[config.mk]
export PLATFORM = sky130hd
export DESIGN_NAME = udgr_cell
export DESIGN_NICKNAME = d
export VERILOG_FILES = /design/src/hdl/udgr_pkg.sv /design/src/hdl/udgr_cell.sv
export SDC_FILE = /design/constraint.sdc
export NUM_CORES = 1
export LEC_CHECK = 0
export ABC_AREA = 1
export BUFFER_PORTS_ARGS = -buffer_cell sky130_fd_sc_hd__buf_4
export CAP_MARGIN = 20
export CORE_MARGIN = 2
export CORE_UTILIZATION = 55
export DETAILED_ROUTE_END_ITERATION = 16
export GPL_TIMING_DRIVEN = 0
export PLACE_DENSITY = 0.76
export RECOVER_POWER = 50
export SLEW_MARGIN = 20
export SYNTH_ARGS = -nofsm -noshare
export SYNTH_HDL_FRONTEND = slang
export SYNTH_SLANG_ARGS = --single-unit
export TNS_END_PERCENT = 20
[constraint.sdc]
create_clock -name clk -period 7.26 [get_ports clk]
set_clock_uncertainty 0.15 [all_clocks]
set_input_delay 1.452 -clock clk [delete_from_list [all_inputs] [get_ports clk]]
set_output_delay 1.452 -clock clk [all_outputs]
set_load 0.1 [all_outputs]
[src/hdl/udgr_pkg.sv]
// ------------------------------------------------------------------------
// udgr_pkg
// Shared constants and types of the unit-disk reachability block.
// ------------------------------------------------------------------------
package udgr_pkg;
    localparam int MaxNodes = 16;
    localparam int IdxW = 4;
    localparam int CoordW = 12;
    localparam int CountW = 5;
    localparam logic [CountW-1:0] NodeCountReset = 5'd10;
    localparam logic [CoordW-1:0] LinkRadiusReset = 12'd800;
    localparam logic CmdWrite = 1'b0;
    localparam logic CmdQuery = 1'b1;
    localparam logic [0:0] RegNodeCount = 1'b0;
    localparam logic [0:0] RegLinkRadius = 1'b1;

    typedef logic [MaxNodes-1:0] node_mask_t;

    typedef struct packed {
        logic [IdxW-1:0]   node_index;
        logic [CoordW-1:0] pos_x;
        logic [CoordW-1:0] pos_y;
        logic              cmd_valid;
        logic [CoordW-1:0] link_radius;
    } udgr_cell_ctl_t;

    typedef struct packed {
        logic              command;
        logic [IdxW-1:0]   node_index;
        logic [CoordW-1:0] pos_x;
        logic [CoordW-1:0] pos_y;
        logic [IdxW-1:0]   source_node;
        logic [IdxW-1:0]   target_node;
    } udgr_in_t;

    typedef struct packed {
        logic reachable;
        logic status;
    } udgr_out_t;
endpackage

[src/hdl/udgr_cell.sv]
// ------------------------------------------------------------------------
// udgr_cell
// One node cell: holds position, passes the new position one cell along and
// computes the link bit against the position that passes it.
// ------------------------------------------------------------------------
module udgr_cell (
    input  logic                          clk,
    input  logic                          rst_n,
    input  logic [udgr_pkg::IdxW-1:0]     my_index,
    input  udgr_pkg::udgr_cell_ctl_t      ctl_in,
    output udgr_pkg::udgr_cell_ctl_t      ctl_out,
    output logic                          link_valid,
    output logic                          link_bit
);
    import udgr_pkg::*;

    logic [CoordW-1:0] x_reg;
    logic [CoordW-1:0] y_reg;
    udgr_cell_ctl_t    ctl_reg;
    logic [CoordW-1:0] dx, dy;
    logic [2*CoordW-1:0] dx2_reg, dy2_reg, r2_reg;
    logic              same_reg;
    logic              v1_reg;
    logic              writes_me;

    assign writes_me = ctl_in.cmd_valid && (ctl_in.node_index == my_index);
    assign dx = (ctl_in.pos_x > x_reg) ? ctl_in.pos_x - x_reg : x_reg - ctl_in.pos_x;
    assign dy = (ctl_in.pos_y > y_reg) ? ctl_in.pos_y - y_reg : y_reg - ctl_in.pos_y;

    always_ff @(posedge clk or negedge rst_n)
    begin
        if (!rst_n)
        begin
            x_reg <= '0;
            y_reg <= '0;
            ctl_reg <= '0;
            v1_reg <= 1'b0;
        end
        else
        begin
            ctl_reg <= ctl_in;
            v1_reg <= ctl_in.cmd_valid;
            if (writes_me)
            begin
                x_reg <= ctl_in.pos_x;
                y_reg <= ctl_in.pos_y;
            end
        end
    end

    // Squares are registered before the sum and compare.
    always_ff @(posedge clk)
    begin
        dx2_reg  <= dx * dx;
        dy2_reg  <= dy * dy;
        r2_reg   <= ctl_in.link_radius * ctl_in.link_radius;
        same_reg <= (ctl_in.node_index == my_index);
    end

    assign ctl_out = ctl_reg;
    assign link_valid = v1_reg;
    assign link_bit = same_reg ||
        ({1'b0, dx2_reg} + {1'b0, dy2_reg} <= {1'b0, r2_reg});
endmodule

==> flow_summary.yaml, run 1 <==
sta:
  slew_violations: 0
  slew_headroom_pct: 37.8
  period_share_pct: 98.9
  hold_violations: 0
  rsz0062_at_grt: "yes"
  fmax_ghz: 0.139
  holdWs_ns: 0.370
  tns_ns: 0
  setup_violations: 0
  tightest_slew_ns: 0.933
  period_needed_ns: 7.18
synth:
  yosysSeqAreaShare_pct: 15.0
  synth_top_area_cell: "fa_1"
  synth_edf_count: 0
  synth_common_cells: "629 x inv_1, 585 x nand2_1, 264 x ha_1"
  syn-cell-area_sq_um: 20200
  syn_inst: 2662
  netlist_top_cells_area: "fa_1 24%, ha_1 16%, inv_1 12%"
  ys_ff_latch: 135
  yosysWarnings: 0
  synthFlopType: "dfxtp_1"
  syn_area_per_cell_sq_um: 7.59
  async_flop_share_pct: 48.1
  synth_top_area_share_pct: 23.6
  syn-num-nets: 3211
  ys_types: 39
  synth.most_common_cell: "inv_1"
place:
  dp_hpwl_um: 39600
  dp_cells: 3219
  place.gp.congestion: 0.921
  io_buffer_count: 89
clocking:
  path_clk_slew_ns: 0.06
  numCtsBuffers: 17
  cts_buffer_depth: 2
  clock_latency_ns: 0.44
  hold_buffers: 0
  h-tree-depth: 4
  clock-sinks: 135
  cts_tree: "built"
  cts-root-buf: "clkbuf_16"
final_layout:
  area_growth_pct: 13.4
  diodes: 0
  final_net_count: 3364
  fin_cells: 3296
  drive_gt1_share_pct: 12.0
  largest_reg_flops: 40
  multi_input_area_sq_um: 15000
  ff_latch_area_sq_um: 3030
  n_fill_cell: 3126
floorplan:
  design.die.area_sq_um: 38300
  fp-row-count: 70
  initial_utilization_pct: 55.6
  core_area_sq_um: 36300
  die_y_um: 196
  io_pins: 90
  fp.dieW_um: 196
hold_path:
  hold_path_depth: 2
  min_from: "x_reg[10]"
  holdPathEnd: "x_reg[10]"
  hold_path.class: "flop to flop"
setup_path:
  reg2reg_from: "y_reg[7]"
  crit_fanout: 9
  reg2reg_to: "dy2_reg[19]"
  ff2ff_setup_slack_ns: 0.92
  critical-path-max-stage-delay_ns: 0.54
  cp.required_ns: 7.42
  reg2reg_depth: 31
  crit_arrival_ns: 7.34
  crit_path_frequent_cell: "inv_1"
  slowest_stage: "fa_1"
  worstSetupEndpointType: "flop"
  start_kind: "input pin"
  critPathKind: "input pin to flop"
drt:
  dr_total_vias: 17100
  drc: 0
  routedWlPerCell_um: 14.7
  drt_iter0_drc: 947
  drt.antenna.violating_nets: 0
  drt_wl_total_um: 48500
  vias_per_cell: 5.19
  dr.pass1.iters: 6
run_status:
  status: "completed"
global_routing:
  grt_first_pass_wirelength_um: 81000
  grt_max_degree: 66
  grt_pass1_vias: 17700
  overflow: 0
  gr-usage-all-layers_pct: 26.1
  antenna_found_initial: 0
job:
  drv_cap: 0
[critical path, delay by kind of cell]
family	cells	cell delay, ns
AOI/OAI and AO/OA	2	0.44
and+or+nand+nor	11	1.05
buffers and inverters	10	0.84
xor gates and xnor gates	1	0.16
adders and majority gates	8	3.39
[cells by family after synthesis]
| logic type | synth area share, % |
|---|---|
| AND/OR/NAND/NOR | 20.3 |
| buffers and inverters | 13.3 |
| XOR/XNOR | 4.60 |
| flip-flops | 15.0 |
| AO/OA/AOI/OAI | 6.90 |
| adder cells (fa/ha/maj) | 39.9 |
[layout make-up]
| cell class | count | share of cell area, % |
|---|---|---|
| tap | 468 | 2.56 |
| inverter | 639 | 10.6 |
| clock inverter | 13 | 0.738 |
| clock buffer | 19 | 1.93 |
| sequential | 135 | 13.2 |
| multi-input combinational | 1842 | 65.4 |
| timing repair buffer | 134 | 4.14 |
| buffer | 46 | 1.41 |
[layout by cell type (no fill, tap or decap), types with 37 or more instances in the layout]
cell | Yosys | routed
inv_1 | 629 | 614
ha_1 | 264 | 250
nand3_1 | 91 | 85
clkbuf_1 | 21 | 42
nor2_1 | 200 | 187
dfrtp_1 | 65 | 65
o21ai_0 | 75 | 69
buf_4 | 3 | 116
fa_1 | 238 | 232
xor2_1 | 68 | 67
a21oi_1 | 127 | 118
nand2_1 | 585 | 559
dfxtp_1 | 70 | 70
xnor2_1 | 38 | 37
[worst max path at each step]
stage          startpoint  slack (ns)           to  cells past startpoint
6_report       ctl_in[13]        0.08  dy2_reg[19]                     32
3_3_place_gp   ctl_in[13]       -1.06  dy2_reg[19]                     32
3_5_place_dp   ctl_in[13]       -1.12  dy2_reg[19]                     32
5_1_grt        ctl_in[13]       -0.19  dy2_reg[23]                     32
2_1_floorplan  ctl_in[25]        0.08  dx2_reg[17]                     30
4_1_cts        ctl_in[25]     0.00006  dx2_reg[17]                     30
[through the flow]
stage / worst slack (ns) / area [sq um] / util [%]
2_1_floorplan: 0.0823 / 20200 / -
3_3_place_gp: -1.06 / 21500 / 59.0
3_5_place_dp: -1.12 / 21500 / 59.0
4_1_cts: 0.0000560 / 22400 / 61.6
5_1_grt: -0.187 / 22900 / 63.0
6_report: 0.0779 / 22900 / 63.0
[layer usage]
| metal | up-vias | share of wire, % | global-route usage, % |
|---|---|---|---|
| met5 | - | 0 | 0 |
| met4 | 0 | 2.8 | 9.22 |
| met3 | 89 | 4.8 | 3.21 |
| met2 | 468 | 50 | 46.5 |
| met1 | 8157 | 42 | 32.7 |
| li1 | 8393 | - | - |
[what timing repair did]
action | CTS | global route
endpoints found under the setup margin | 26 | 25
gates resized for setup | 56 | 103
cloned | 0 | 1
setup buffers | 12 | 32
pin swaps | 10 | 26
Power of run 1 is left out: the tool's default activity adds up to more than one toggle a clock period on the data nets, which glitch-free logic cannot reach.
==> run 2, diff against run 1 <==
Settings changed: CTS_BUF_LIST from default to sky130_fd_sc_hd__clkbuf_4.
==> run 2 against run 1 <==
The flow now finishes with violations (max-capacitance violations, max-slew violations). Worst setup slack improved by 0.083 ns. Final cell count fell by 0.39%. Hold slack improved by 0.015 ns. Core utilization fell by 2.0 points. Maximum frequency rose by 1.2%. Die area did not move. Via count fell by 1.4%. Highest routed layer unchanged.
==> flow_summary.yaml, run 2 (synthesized netlist as in run 1, its figures left out) <==
global_routing:
  grt_max_degree: 66
  antenna_found_initial: 1
  grt_pass1_vias: 17600
  gr-usage-all-layers_pct: 25.7
  grt_first_pass_wirelength_um: 80000
  overflow: 0
floorplan:
  die_y_um: 196
  fp.dieW_um: 196
  io_pins: 90
  initial_utilization_pct: 55.6
  design.die.area_sq_um: 38300
  core_area_sq_um: 36300
  fp-row-count: 70
drt:
  drc: 0
  drt_iter0_drc: 994
  dr.pass1.iters: 5
  routedWlPerCell_um: 14.4
  dr_total_vias: 16900
  drt.antenna.violating_nets: 0
  vias_per_cell: 5.14
  drt_wl_total_um: 47400
sta:
  rsz0062_at_grt: "yes"
  hold_violations: 0
  slew_violations: 66
  tightest_slew_ns: 3.79
  period_needed_ns: 7.10
  period_share_pct: 97.8
  setup_violations: 0
  slew_headroom_pct: -153
  fmax_ghz: 0.141
place:
  place.gp.congestion: 0.921
  place_area_sq_um: 21500
  io_buffer_count: 89
  dp_hpwl_um: 39600
clocking:
  cts-root-buf: "clkbuf_4"
  h-tree-depth: 4
  cts_buffer_depth: 2
  cts_tree: "built"
  path_clk_slew_ns: 0.12
  clock-sinks: 135
  clock_latency_ns: 0.60
  numCtsBuffers: 17
setup_path:
  crit_fanout: 9
  slowest_stage: "fa_1"
  worstSetupEndpointType: "flop"
  crit_path_frequent_cell: "inv_1"
  cp.required_ns: 7.62
  start_kind: "input pin"
  crit_arrival_ns: 7.46
  critPathKind: "input pin to flop"
  critical-path-max-stage-delay_ns: 0.54
final_layout:
  area_growth_pct: 9.86
  drive_gt1_share_pct: 9.35
  final_net_count: 3350
  fin_area_sq_um: 22200
  largest_reg_flops: 40
  finalCoreUtilization_pct: 61.0
  final_cell_mix: "619 x inv_1, 569 x nand2_1, 254 x ha_1, 235 x fa_1, 197 x nor2_1"
  layout_commonest_cell: "inv_1"
run_status:
  violations: "max-capacitance violations, max-slew violations"
  status: "complete, but fails checks"
hold_path:
  hold_path.class: "flop to flop"
job:
  drv_cap: 1
[run 2: metal layers]
metal  track usage [%]  part of all wire (%)  wire, um  up-vias
met5                 0                     0         0        -
li1                  -                     -         -     8360
met4              8.85                   2.8      1320        0
met3              2.97                   4.6      2170       83
met1              32.5                    43     20500     7978
met2              45.7                    49     23500      448
[run 2: path summary, 6_finish.rpt]
path / startpoint / endpoint / slack (ns) / cells past startpoint
max in group asynchronous: rst_n / y_reg[8] / 2.80 / 1
worst max register to register: x_reg[0] / dx2_reg[17] / 0.72 / 29
worst min register to register: y_reg[6] / y_reg[6] / 0.38 / 2
worst max-delay path: ctl_in[13] / dy2_reg[15] / 0.16 / 32
min in group asynchronous: rst_n / ctl_out[4] / 1.95 / 1
worst min-delay path: y_reg[6] / y_reg[6] / 0.38 / 2
[run 2: layout make-up]
class / instances / area, sq um
Clock inverter: 14 / 173
Sequential cell: 135 / 3030
Antenna cell: 1 / 2.50
Tap cell: 468 / 586
Buffer: 46 / 297
Clock buffer: 18 / 135
Fill cell: 3245 / 14200
Inverter: 639 / 2420
Multi-Input combinational cell: 1842 / 14800
Timing Repair Buffer: 120 / 766
[run 2: through the flow]
stage / setup TNS, ns / cells / hold slack [ns] / setup WS, ns
global route: -0.363 / 3283 / 0.413 / -0.102
detailed placement: -22.05 / 3219 / 0.352 / -1.12
finish: 0 / 3283 / 0.385 / 0.161
CTS: 0 / 3256 / 0.385 / 0.0375
floorplan: 0 / 2662 / 0.328 / 0.0823
global placement: -21.28 / 3219 / 0.345 / -1.06
[run 2: critical path: cells and delay by family]
family / cells / cell delay [ns]
fa+ha+maj: 8 / 3.38
simple gates: 11 / 1.15
buf+inv: 11 / 1.00
compound gates: 1 / 0.28
xor+xnor: 1 / 0.18
[run 2: repair_timing]
action	in CTS	in global routing
resized for setup	24	69
pin swaps	2	19
setup buffers	5	26
setup endpoints to repair	22	24
hold buffers	0	0
Power of run 2 is left out for the same reason.
